===== src/hdl/miv_pkg.sv =====
// ---------------------------------------------------------------------------
// miv_pkg
// Shared types, constants and the CRC16 byte step for the module image
// validator.
// ---------------------------------------------------------------------------
package miv_pkg;

  // Slot geometry and header markers
  localparam int SLOT_BYTES   = 4096;
  localparam int SLOT_TOTAL   = 16;
  localparam int EMPTY_MARK   = 65535;
  localparam int HDR_BYTES    = 10;
  localparam int CRC_FIELD_BYTES = 2;

  // Byte counter saturates at SLOT_BYTES + 1
  localparam int CNT_W = $clog2(SLOT_BYTES + 2);
  // Width for offset/size/length arithmetic without overflow
  localparam int CMP_W = 17;

  // CRC16 Modbus
  localparam logic [15:0] CRC_INIT = 16'hFFFF;
  localparam logic [15:0] CRC_POLY = 16'hA001;
  localparam logic [7:0]  PAD_BYTE = 8'hFF;

  // Configuration port
  localparam int CFG_ADDR_W = 2;
  localparam int CFG_DATA_W = 16;
  localparam logic [CFG_ADDR_W-1:0] CFG_VERSION_ON = 2'd0;
  localparam logic [CFG_ADDR_W-1:0] CFG_REQ_TYPE   = 2'd1;
  localparam logic [CFG_ADDR_W-1:0] CFG_MIN_NUMBER = 2'd2;

  // Stream payload widths
  localparam int IN_DATA_W  = 16;
  localparam int OUT_DATA_W = 24;
  localparam int STATUS_W   = 3;

  typedef enum logic [STATUS_W-1:0] {
    ST_OK       = 3'd0,
    ST_EMPTY    = 3'd1,
    ST_BAD_SLOT = 3'd2,
    ST_BAD_HDR  = 3'd3,
    ST_SIZE     = 3'd4,
    ST_VERSION  = 3'd5,
    ST_CRC      = 3'd6
  } miv_status_e;

  // Controller to datapath
  typedef struct packed {
    logic take;    // accepted image byte
    logic pad;     // hash one 0xFF padding byte
    logic finish;  // load result, clear image state
  } miv_cmd_t;

  // Datapath to controller
  typedef struct packed {
    logic pre_ok;      // all checks before the CRC compare pass
    logic pad_needed;  // size is zero and the slot end is not reached
    logic pad_last;    // next padding byte reaches the slot end
  } miv_sts_t;

  // One byte of CRC16 Modbus, reflected
  function automatic logic [15:0] crc16_byte(input logic [15:0] crc, input logic [7:0] b);
    logic [15:0] c;
    c = crc ^ {8'h00, b};
    for (int k = 0; k < 8; k++) begin
      if (c[0]) begin
        c = (c >> 1) ^ CRC_POLY;
      end else begin
        c = c >> 1;
      end
    end
    return c;
  endfunction

endpackage


===== src/hdl/miv_ctrl.sv =====
// ---------------------------------------------------------------------------
// miv_ctrl
// Sequencer for the module image validator: byte intake, the final check
// step, the padding walk and the output register handshake.
// ---------------------------------------------------------------------------
module miv_ctrl (
  input  logic             clk_i,
  input  logic             rst_ni,
  input  logic             s_valid_i,
  input  logic             s_last_i,
  output logic             s_ready_o,
  output logic             m_valid_o,
  input  logic             m_ready_i,
  input  miv_pkg::miv_sts_t sts_i,
  output miv_pkg::miv_cmd_t cmd_o
);
  import miv_pkg::*;

  typedef enum logic [1:0] {
    S_RUN,
    S_FINAL,
    S_PAD
  } state_e;

  state_e state_q, state_d;
  logic   m_valid_q, m_valid_d;
  logic   out_free;

  // Output slot can take a result this cycle
  assign out_free  = !m_valid_q || m_ready_i;
  // Take bytes whenever running; a waiting result only holds the check step
  assign s_ready_o = (state_q == S_RUN);
  assign m_valid_o = m_valid_q;

  // Next state and commands
  always_comb begin
    state_d    = state_q;
    m_valid_d  = m_valid_q && !m_ready_i;
    cmd_o      = '0;
    case (state_q)
      S_RUN: begin
        cmd_o.take = s_valid_i && s_ready_o;
        if (cmd_o.take && s_last_i) begin
          state_d = S_FINAL;
        end
      end
      S_FINAL: begin
        if (sts_i.pre_ok && sts_i.pad_needed) begin
          state_d = S_PAD;
        end else if (out_free) begin
          cmd_o.finish = 1'b1;
          m_valid_d    = 1'b1;
          state_d      = S_RUN;
        end
      end
      S_PAD: begin
        cmd_o.pad = 1'b1;
        if (sts_i.pad_last) begin
          state_d = S_FINAL;
        end
      end
      default: begin
        state_d = S_RUN;
      end
    endcase
  end

  // Hold state and result valid
  always_ff @(posedge clk_i or negedge rst_ni) begin
    if (!rst_ni) begin
      state_q   <= S_RUN;
      m_valid_q <= 1'b0;
    end else begin
      state_q   <= state_d;
      m_valid_q <= m_valid_d;
    end
  end

endmodule


===== src/hdl/miv_datapath.sv =====
// ---------------------------------------------------------------------------
// miv_datapath
// Header capture, running CRC16, byte count, configuration registers,
// image checks and the result register.
// ---------------------------------------------------------------------------
module miv_datapath (
  input  logic                            clk_i,
  input  logic                            rst_ni,
  input  logic                            cfg_we_i,
  input  logic [miv_pkg::CFG_ADDR_W-1:0]  cfg_addr_i,
  input  logic [miv_pkg::CFG_DATA_W-1:0]  cfg_wdata_i,
  input  miv_pkg::miv_cmd_t               cmd_i,
  input  logic [7:0]                      slot_i,
  input  logic [7:0]                      data_byte_i,
  output miv_pkg::miv_sts_t               sts_o,
  output logic [miv_pkg::STATUS_W-1:0]    status_o,
  output logic [15:0]                     crc_o
);
  import miv_pkg::*;

  // Configuration
  logic        ver_on_q;
  logic [15:0] req_type_q;
  logic [15:0] min_number_q;

  // Image state
  logic [15:0]      crc_q, crc_d;
  logic [CNT_W-1:0] cnt_q, cnt_d;
  logic [7:0]       slot_q, slot_d;
  logic [7:0]       hdr_q [HDR_BYTES];
  logic [7:0]       hdr_d [HDR_BYTES];

  // Result register
  miv_status_e status_q, status_d;
  logic [15:0] out_crc_q, out_crc_d;

  // Header fields, little endian
  logic [15:0] stored_crc, body_offset, img_size, module_type, module_number;
  logic [CMP_W-1:0] len, off, size, slot_room;
  miv_status_e pre_status;

  assign stored_crc    = {hdr_q[1], hdr_q[0]};
  assign body_offset   = {hdr_q[3], hdr_q[2]};
  assign img_size      = {hdr_q[5], hdr_q[4]};
  assign module_type   = {hdr_q[7], hdr_q[6]};
  assign module_number = {hdr_q[9], hdr_q[8]};

  assign len       = CMP_W'(cnt_q);
  assign off       = CMP_W'(body_offset);
  assign size      = CMP_W'(img_size);
  assign slot_room = CMP_W'(SLOT_BYTES) - off;

  // Write configuration registers
  always_ff @(posedge clk_i or negedge rst_ni) begin
    if (!rst_ni) begin
      ver_on_q     <= 1'b0;
      req_type_q   <= '0;
      min_number_q <= '0;
    end else if (cfg_we_i) begin
      case (cfg_addr_i)
        CFG_VERSION_ON: ver_on_q     <= cfg_wdata_i[0];
        CFG_REQ_TYPE:   req_type_q   <= cfg_wdata_i;
        CFG_MIN_NUMBER: min_number_q <= cfg_wdata_i;
        default: ;
      endcase
    end
  end

  // Checks ahead of the CRC compare, in priority order
  always_comb begin
    if (slot_q >= 8'(SLOT_TOTAL)) begin
      pre_status = ST_BAD_SLOT;
    end else if (len < CMP_W'(HDR_BYTES) || len > CMP_W'(SLOT_BYTES)) begin
      pre_status = ST_SIZE;
    end else if (body_offset == 16'(EMPTY_MARK)) begin
      pre_status = ST_EMPTY;
    end else if (off < CMP_W'(HDR_BYTES) || off >= CMP_W'(SLOT_BYTES)) begin
      pre_status = ST_BAD_HDR;
    end else if (img_size != '0 && size > slot_room) begin
      pre_status = ST_SIZE;
    end else if (ver_on_q &&
                 (module_type != req_type_q || module_number < min_number_q)) begin
      pre_status = ST_VERSION;
    end else if (off >= len) begin
      pre_status = ST_SIZE;
    end else if (img_size != '0 && len != (off + size)) begin
      pre_status = ST_SIZE;
    end else begin
      pre_status = ST_OK;
    end
  end

  assign sts_o.pre_ok     = (pre_status == ST_OK);
  assign sts_o.pad_needed = (img_size == '0) && (len < CMP_W'(SLOT_BYTES));
  assign sts_o.pad_last   = (cnt_q == CNT_W'(SLOT_BYTES - 1));

  // Advance image state
  always_comb begin
    crc_d     = crc_q;
    cnt_d     = cnt_q;
    slot_d    = slot_q;
    hdr_d     = hdr_q;
    status_d  = status_q;
    out_crc_d = out_crc_q;
    if (cmd_i.finish) begin
      // Load result and clear for the next image
      if (pre_status != ST_OK) begin
        status_d  = pre_status;
        out_crc_d = '0;
      end else begin
        status_d  = (stored_crc != '0 && stored_crc != crc_q) ? ST_CRC : ST_OK;
        out_crc_d = crc_q;
      end
      crc_d  = CRC_INIT;
      cnt_d  = '0;
      slot_d = '0;
      for (int i = 0; i < HDR_BYTES; i++) begin
        hdr_d[i] = '0;
      end
    end else if (cmd_i.pad) begin
      crc_d = crc16_byte(crc_q, PAD_BYTE);
      cnt_d = cnt_q + 1'b1;
    end else if (cmd_i.take) begin
      if (cnt_q == '0) begin
        slot_d = slot_i;
      end
      if (cnt_q <= CNT_W'(SLOT_BYTES)) begin
        for (int i = 0; i < HDR_BYTES; i++) begin
          if (cnt_q == CNT_W'(i)) begin
            hdr_d[i] = data_byte_i;
          end
        end
        if (cnt_q >= CNT_W'(CRC_FIELD_BYTES) && cnt_q < CNT_W'(SLOT_BYTES)) begin
          crc_d = crc16_byte(crc_q, data_byte_i);
        end
        cnt_d = cnt_q + 1'b1;
      end
    end
  end

  // Hold image state and result
  always_ff @(posedge clk_i or negedge rst_ni) begin
    if (!rst_ni) begin
      crc_q     <= CRC_INIT;
      cnt_q     <= '0;
      slot_q    <= '0;
      status_q  <= ST_OK;
      out_crc_q <= '0;
      for (int i = 0; i < HDR_BYTES; i++) begin
        hdr_q[i] <= '0;
      end
    end else begin
      crc_q     <= crc_d;
      cnt_q     <= cnt_d;
      slot_q    <= slot_d;
      status_q  <= status_d;
      out_crc_q <= out_crc_d;
      hdr_q     <= hdr_d;
    end
  end

  assign status_o = status_q;
  assign crc_o    = out_crc_q;

endmodule


===== src/hdl/module_image_validator_top.sv =====
// ---------------------------------------------------------------------------
// module_image_validator_top
// Module image validator: header capture, CRC16 Modbus and image checks
// over a byte stream, one status item per image.
// ---------------------------------------------------------------------------
// Bytes of an image are taken at one per clock. After the byte marked last,
// a check step follows and the result item is loaded into the output
// register. When the header's body size is zero and the checks pass, the
// image is padded with 0xFF up to the slot end first: the single byte-wide
// CRC unit hashes one byte a cycle, one per padding byte (SLOT_BYTES minus
// the bytes received), and then the check step runs again. Input is not
// taken during the check step and the padding. A result that the sink does
// not take holds only the check step of the next image; its bytes still flow in.
// Configuration is written through cfg_we_i / cfg_addr_i / cfg_wdata_i.
module module_image_validator_top (
  input  logic                                clk_i,
  input  logic                                rst_ni,
  // Configuration write port
  input  logic                                cfg_we_i,
  input  logic [miv_pkg::CFG_ADDR_W-1:0]      cfg_addr_i,
  input  logic [miv_pkg::CFG_DATA_W-1:0]      cfg_wdata_i,
  // Image byte stream
  input  logic                                s_axis_tvalid_i,
  output logic                                s_axis_tready_o,
  input  logic [miv_pkg::IN_DATA_W-1:0]       s_axis_tdata_i,  // [7:0] slot, [15:8] data_byte
  input  logic                                s_axis_tlast_i,
  // Result stream
  output logic                                m_axis_tvalid_o,
  input  logic                                m_axis_tready_i,
  output logic [miv_pkg::OUT_DATA_W-1:0]      m_axis_tdata_o   // [2:0] status,
                                                               // [18:3] computed_crc
);
  import miv_pkg::*;

  miv_cmd_t            cmd;
  miv_sts_t            sts;
  logic [STATUS_W-1:0] status;
  logic [15:0]         crc;

  miv_ctrl u_ctrl (
    .clk_i     (clk_i),
    .rst_ni    (rst_ni),
    .s_valid_i (s_axis_tvalid_i),
    .s_last_i  (s_axis_tlast_i),
    .s_ready_o (s_axis_tready_o),
    .m_valid_o (m_axis_tvalid_o),
    .m_ready_i (m_axis_tready_i),
    .sts_i     (sts),
    .cmd_o     (cmd)
  );

  miv_datapath u_datapath (
    .clk_i       (clk_i),
    .rst_ni      (rst_ni),
    .cfg_we_i    (cfg_we_i),
    .cfg_addr_i  (cfg_addr_i),
    .cfg_wdata_i (cfg_wdata_i),
    .cmd_i       (cmd),
    .slot_i      (s_axis_tdata_i[7:0]),
    .data_byte_i (s_axis_tdata_i[15:8]),
    .sts_o       (sts),
    .status_o    (status),
    .crc_o       (crc)
  );

  // Pack result: status low, CRC above, zero fill to whole bytes
  assign m_axis_tdata_o = {{(OUT_DATA_W - STATUS_W - 16){1'b0}}, crc, status};

endmodule


===== config.mk =====
export PLATFORM = sky130hd
export DESIGN_NAME = module_image_validator_top
export DESIGN_NICKNAME = d
export VERILOG_FILES = /design/src/hdl/miv_pkg.sv /design/src/hdl/miv_ctrl.sv /design/src/hdl/miv_datapath.sv /design/src/hdl/module_image_validator_top.sv
export SDC_FILE = /design/constraint.sdc
export NUM_CORES = 1
export LEC_CHECK = 0
export ABC_CLOCK_PERIOD_IN_PS = 8700
export BUFFER_PORTS_ARGS = -buffer_cell sky130_fd_sc_hd__buf_4
export CORE_ASPECT_RATIO = 0.8
export CORE_UTILIZATION = 66
export DETAILED_ROUTE_END_ITERATION = 6
export PLACE_DENSITY = 0.83
export SYNTH_ARGS = -nofsm -noshare
export SYNTH_HDL_FRONTEND = slang
export SYNTH_SLANG_ARGS = --single-unit

===== constraint.sdc =====
create_clock -name clk_i -period 8.7 [get_ports clk_i]
set_clock_uncertainty 0.15 [all_clocks]
set_input_delay 1.74 -clock clk_i [delete_from_list [all_inputs] [get_ports clk_i]]
set_output_delay 1.74 -clock clk_i [all_outputs]
set_load 0.01 [all_outputs]

# == Yosys cells after proc, flatten, opt, wreduce, memory -nomap -nowiden ==
# Cells that the tools add are included.
# classes
bitwise_logic,18
n_reduce_logical,56
n_eq_ne,22
n_addsub,3
muxes,116
n_lt_le_gt_ge,12
# ops
operator,n
16-bit two-way mux,71
80-bit two-way mux,4
8-bit two-way mux,14
"13-bit by 3-bit == test with 1-bit output, second input constant",4
13-bit two-way mux,4
2-bit NOT with 3-bit output,16
4-bit AND reduction,10
16-bit != test,2
16-bit nonzero test,2
3-bit two-way mux,10
"13-bit by 2-bit == test with 1-bit output, second input constant",2
"13-bit by 4-bit == test with 1-bit output, second input constant",2
"13-bit < comparator, second input constant",2
2-bit nonzero test,12
16-bit by 16-bit adder with 17-bit output,1
16-bit by 17-bit > comparator with 1-bit output,1
13-bit by 17-bit != test with 1-bit output,1
"13-bit by 16-bit subtractor with 17-bit output, first input constant",1
"16-bit == test, second input constant",1
16-bit by 13-bit >= comparator with 1-bit output,1
"16-bit by 13-bit >= comparator with 1-bit output, second input constant",1
16-bit zero test,1
16-bit < comparator,1
"16-bit by 4-bit < comparator with 1-bit output, second input constant",1
other kinds (26),62
# word_totals
wordCells,247
ff_bits,172

# == Longest topological paths before layout ==
# depth
ltp_word,65
ltp_mapped,16
depth_no_buf,15

# == Modules after synthesis ==
# A second synthesis with hierarchy kept.
# unflattened
cells_unflattened,1158
hier_area_um2,10362.4
# modules_own_cells
mod,area_each_um2,cells_per_inst,seq_area_each_um2,instances
miv_datapath,10157.2,1136,4149.0,1
miv_ctrl,163.9,16,75.1,1
module_image_validator_top,41.3,6,0.0,1

# == Least setup slack after synthesis ==
# No wires, ideal clock.
# synth_timing
path_type,flip-flop to flip-flop
from,reg u_datapath.hdr_q (netlist bit u_datapath.body_offset[4])
to,"reg u_datapath.out_crc_q[6], in the netlist u_datapath.crc_o[6]"
required_ns,8.484
setup_slack_ns,4.311
path_stages_with_launch,16
arrival_time_ns,4.172
setup_time_ns,0.066
synth_period_minus_slack_ns,4.389
cell_sequence,dfrtp_1 clkbuf_1 or4_1 or3_1 nor3_1 xor2_1 ha_1 a21o_1 a21o_1 a211o_1 o311ai_0 nand3_1 o31a_1 nor4_1 buf_2 a22o_1
# synth_between
elab_chain_cells,15
word_cells_on_any_way,25
classes_between,add/sub: 2; order compare: 4; eq/ne: 2; mux: 11; reduce/logical: 6
# synth_rtl
item,line_no,rtl
start: declaration,miv_datapath.sv:30,logic [7:0] hdr_q [HDR_BYTES];
start signal: assignment,miv_datapath.sv:158,hdr_q <= hdr_d;
"parallel branches: the longest is 8 deep, another holds 13-bit by 16-bit subtractor with 17-bit output",n/a,
3-bit two-way mux *,miv_datapath.sv:75,end else if (body_offset == 16'(EMPTY_MARK)) begin
3-bit two-way mux *,miv_datapath.sv:73,end else if (len < CMP_W'(HDR_BYTES) || len > CMP_W'(SLOT_BYTES)) begin
3-bit two-way mux *,miv_datapath.sv:71,if (slot_q >= 8'(SLOT_TOTAL)) begin
3-bit zero test,miv_datapath.sv:93,assign sts_o.pre_ok = (pre_status == ST_OK);
1-bit logical AND,miv_ctrl.sv:48,if (sts_i.pre_ok && sts_i.pad_needed) begin
1-bit two-way mux,miv_ctrl.sv:48,
1-bit two-way mux,miv_ctrl.sv:40,case (state_q)
end signal: assignment,miv_datapath.sv:157,out_crc_q <= out_crc_d;
end: declaration,miv_datapath.sv:35,"logic [15:0] out_crc_q, out_crc_d;"
# Every way passes the cells marked *.
# A chain may end at the register's enable or synchronous reset.

# == Worst setup path in the final report ==
# layout_timing
from,reg u_datapath.hdr_q (netlist bit u_datapath.body_offset[0])
to,"reg u_datapath.status_q[1], in the netlist u_datapath.status_o[1]"
# layout_between
elab_chain_cells,15
word_cells_on_any_way,25
classes_between,add/sub: 2; order compare: 4; eq/ne: 2; mux: 11; reduce/logical: 6
# layout_rtl
item,line_no,rtl
"parallel branches: the longest is 8 deep, another holds 13-bit by 16-bit subtractor with 17-bit output",n/a,
3-bit two-way mux *,miv_datapath.sv:75,
3-bit two-way mux *,miv_datapath.sv:73,
3-bit two-way mux *,miv_datapath.sv:71,
3-bit zero test,miv_datapath.sv:93,
1-bit logical AND,miv_ctrl.sv:48,
1-bit two-way mux,miv_ctrl.sv:48,
1-bit two-way mux,miv_ctrl.sv:40,
end signal: assignment,miv_datapath.sv:156,status_q <= status_d;
end: declaration,miv_datapath.sv:34,"miv_status_e status_q, status_d;"
# Marked as above.

==> out/results.ini <==
[run_status]
status = finished, final reports clean

[grt]
grt_overflow = 0
grt_first_pass_wirelength_um = 43100
grt_usage_pct = 35.4
grt_max_degree = 103
first_global_vias = 8039
antenna_found_initial = 0

[place]
globalplace.congestion = 0.973
numPortBuffers = 56
pre_cts_ws_ns = 3.83
dp_hpwl_um = 18300
dp_cells = 1224

[power]
ir_worst_vdd_v = 0.000260
power_density_mw_per_mm2 = 294
power.static_leakage_nw = 4.99

[finish]
insertedDiodeCount = 0
final_util_pct = 74.6
fill_cells = 1040
layout.cells.non_filler = 1256
synthToLayoutAreaGrowth_pct = 10.8
nNetsFinal = 1161
drive_above_1_share_pct = 17.4

[worst_setup_path]
ff2ff_path_depth = 14
r2r_end = u_datapath.status_o[1]$_DFFE_PN0P_
reg2reg_slack_ns = 3.66
cp.arrival_ns = 5.24
worst_setup_path_start_kind = flop
critPathMaxStageDelay_ns = 0.84
r2r_start = u_datapath.body_offset[0]$_DFFE_PN0P_
cp_max_fo = 7
end_kind = flop
slowest_stage = o311ai_0
criticalPathCategory = reg2reg
worstPathCellList = inv_1 > ha_1 > nor3b_1 > nand3_1 > xnor2_1 > ha_1 > a21o_1 > a21o_1 > a211o_1 > o311ai_0 > nand3_1 > o31a_1 > or4_1 > o21ai_0
cp.required_ns = 8.90

[detailed_routing]
drt_first_pass_iters = 7
post_drt_wl_per_cell_um = 21.3
drtIter0Drc = 755
totalWireLength_um = 26700
drc_errors = 0
via_count = 8199
drtAntennaViolNets = 0
via_per_inst = 6.53

[worst_hold_path]
min_path_type = reg2reg
hp-start = u_datapath.min_number_q[13]$_DFFE_PN0P_
hold-path-cell-count = 1
holdPathEnd = u_datapath.min_number_q[13]$_DFFE_PN0P_

[clock_network]
cts_tree = built
clockBufferDepth = 2
post_cts_resized = 0
clock-sinks = 168
postCtsHoldBufs = 0
cts_setup_buffers = 0
cts-htree-levels = 4
root_buffer = clkbuf_16
clkTransAtPathRegs_ns = 0.07
cts_buffers = 17
worst_skew_pair.late_latency_ns = 0.43

[floorplanning]
fp.dieArea_mm2 = 0.0158
initial_core_util_pct = 67.4
rows = 40
dieHeight_um = 113
io_pins = 66
die_w_um = 140
core_area_mm2 = 0.0150

[sta]
tns_ns = 0
final.min_clock_period_ns = 5.04
slew_viol_final = 0
fmax_mhz = 198
tightest_slew_ns = 0.958
rsz0062_at_grt = false
setup_viol = 0
slew_headroom_pct = 35.3
timing.final.crit_share_pct = 58.0
finalHoldViolCount = 0
fin_ws_ns = 3.66
hold_ws_ns = 0.363

[logic_synthesis]
async_flop_share_pct = 100
synth_enable_flop_cells = 0
synth.ff_latch_count = 168
synthCells = 1028
synth_area_mm2 = 0.0101
ys_seq_area_share_pct = 41.7
synth_cell_types = 71
synth_ff_type = dfrtp_1
syn_avg_cell_area_um2 = 9.84
synth_warnings = 0

[job]
cap_violations = 0

-- final cells by class --
cell class	count	area [um2]	area share, %
clock buffer	17	425	3.80
multi-input combinational	759	5500	49.0
clock inverter	15	188	1.67
inverter	47	176	1.57
tap	189	236	2.11
sequential	168	4220	37.7
timing repair buffer	61	462	4.12
-- Yosys cell counts, drive strengths merged (3+ instances only) --
cell     number  share of area, %
dfrtp       152                38
nand2       105               3.9
a21oi        74               3.7
xnor2        67               5.8
ha           66               8.2
mux2         65               7.2
nand3        48               2.4
inv          46               1.7
nor2         46               1.7
clkbuf       40               1.5
xor2         38               3.3
o21ai        28               1.4
nor4         23               1.4
nand4        19               1.2
buf          18               1.0
a22o         16               1.4
dfstp        16               4.2
and2         11              0.68
a2bb2oi      10              0.87
nor3         10              0.49
a21o          9              0.67
or3           8              0.49
a211o         7              0.61
nand2b        7              0.43
o21a          7              0.52
o22a          7              0.61
a211oi        6              0.45
and4          6              0.52
mux2i         6              0.59
o211ai        6              0.45
a2111oi       5              0.43
a221oi        5              0.43
or4           5              0.37
nor2b         4              0.25
or2           4              0.25
nand3b        3              0.22
-- placed cells by master, fill, tap and decap left out, drive strengths merged, types with 11 or more instances in the layout --
master  instances
xnor2          67
nor2           46
dfstp          16
a22o           16
buf            61
mux2           65
nand3          48
o21ai          28
nor4           23
a21oi          74
nand4          19
xor2           38
nand2         105
clkbuf         17
dfrtp         152
and2           11
ha             66
inv            51
-- worst max-delay path by stage --
stage	from	end	slack, ns	cells after the start
2_1_floorplan	u_datapath.body_offset[4]$_DFFE_PN0P_	u_datapath.crc_o[6]$_DFFE_PN0P_	4.31	15
3_3_place_gp	u_datapath.body_offset[1]$_DFFE_PN0P_	u_datapath.crc_o[2]$_DFFE_PN0P_	3.86	15
3_5_place_dp	u_datapath.body_offset[0]$_DFFE_PN0P_	u_datapath.crc_o[15]$_DFFE_PN0P_	3.83	15
4_1_cts	u_datapath.body_offset[0]$_DFFE_PN0P_	u_datapath.status_o[1]$_DFFE_PN0P_	3.79	14
5_1_grt	u_datapath.body_offset[0]$_DFFE_PN0P_	u_datapath.crc_o[9]$_DFFE_PN0P_	3.58	15
6_report	u_datapath.body_offset[0]$_DFFE_PN0P_	u_datapath.status_o[1]$_DFFE_PN0P_	3.66	14
-- per-stage QoR --
stage,power (W),instance area [um2]
after global placement,0.00239,10600
after floorplan,0.00210,10100
after CTS,0.00327,11200
after global routing,0.00347,11200
final,0.00330,11200
after detailed placement,0.00245,10600
-- critical path: cells and delay by family (launching register included) --
kind	cells	cell delay [ns]
compound gates	6	2.01
flops	1	0.47
xor+xnor	1	0.23
simple gates	4	1.49
fa+ha+maj	2	0.49
buf+inv	1	0.13
-- registers in the layout, indices dropped and copies added (netlist names) --
| register | flops |
|---|---|
| u_datapath.hdr_q | 64 |
| u_datapath.crc_q | 16 |
| u_datapath.slot_q | 4 |
| u_datapath.ver_on_q | 1 |
| u_datapath.body_offset | 16 |
| u_ctrl.m_valid_o | 1 |
| u_datapath.crc_o | 16 |
| u_ctrl.state_q | 2 |
| u_datapath.cnt_q | 13 |
| u_datapath.req_type_q | 16 |
| u_datapath.min_number_q | 16 |
| u_datapath.status_o | 3 |
-- logic make-up after synthesis --
| logic type | count (synthesis) | synth area share (%) |
|---|---|---|
| and+or+nand+nor | 306 | 14.9 |
| AOI/OAI and AO/OA | 205 | 13.8 |
| DFF | 168 | 41.7 |
| xor gates and xnor gates | 105 | 9.09 |
| buffers and inverters | 105 | 4.25 |
| muxes | 71 | 7.83 |
| adders and majority gates | 67 | 8.36 |
| other | 1 | 0.0371 |
-- layer usage --
metal | share of wire [%] | vias up | track usage (%)
met5 | 0 | - | 0
met4 | 2.5 | 0 | 13.1
met3 | 8.6 | 79 | 8.59
met2 | 46 | 369 | 54.0
met1 | 43 | 4037 | 49.5
li1 | - | 3714 | -
-- power breakdown --
| part | internal [W] | total (W) | switching [W] |
|---|---|---|---|
| clock | 0.000458 | 0.000789 | 0.000331 |
| combinational | 0.000568 | 0.00130 | 0.000735 |
| sequential | 0.000970 | 0.00121 | 0.000239 |
Power figures use the tool's default switching activity.
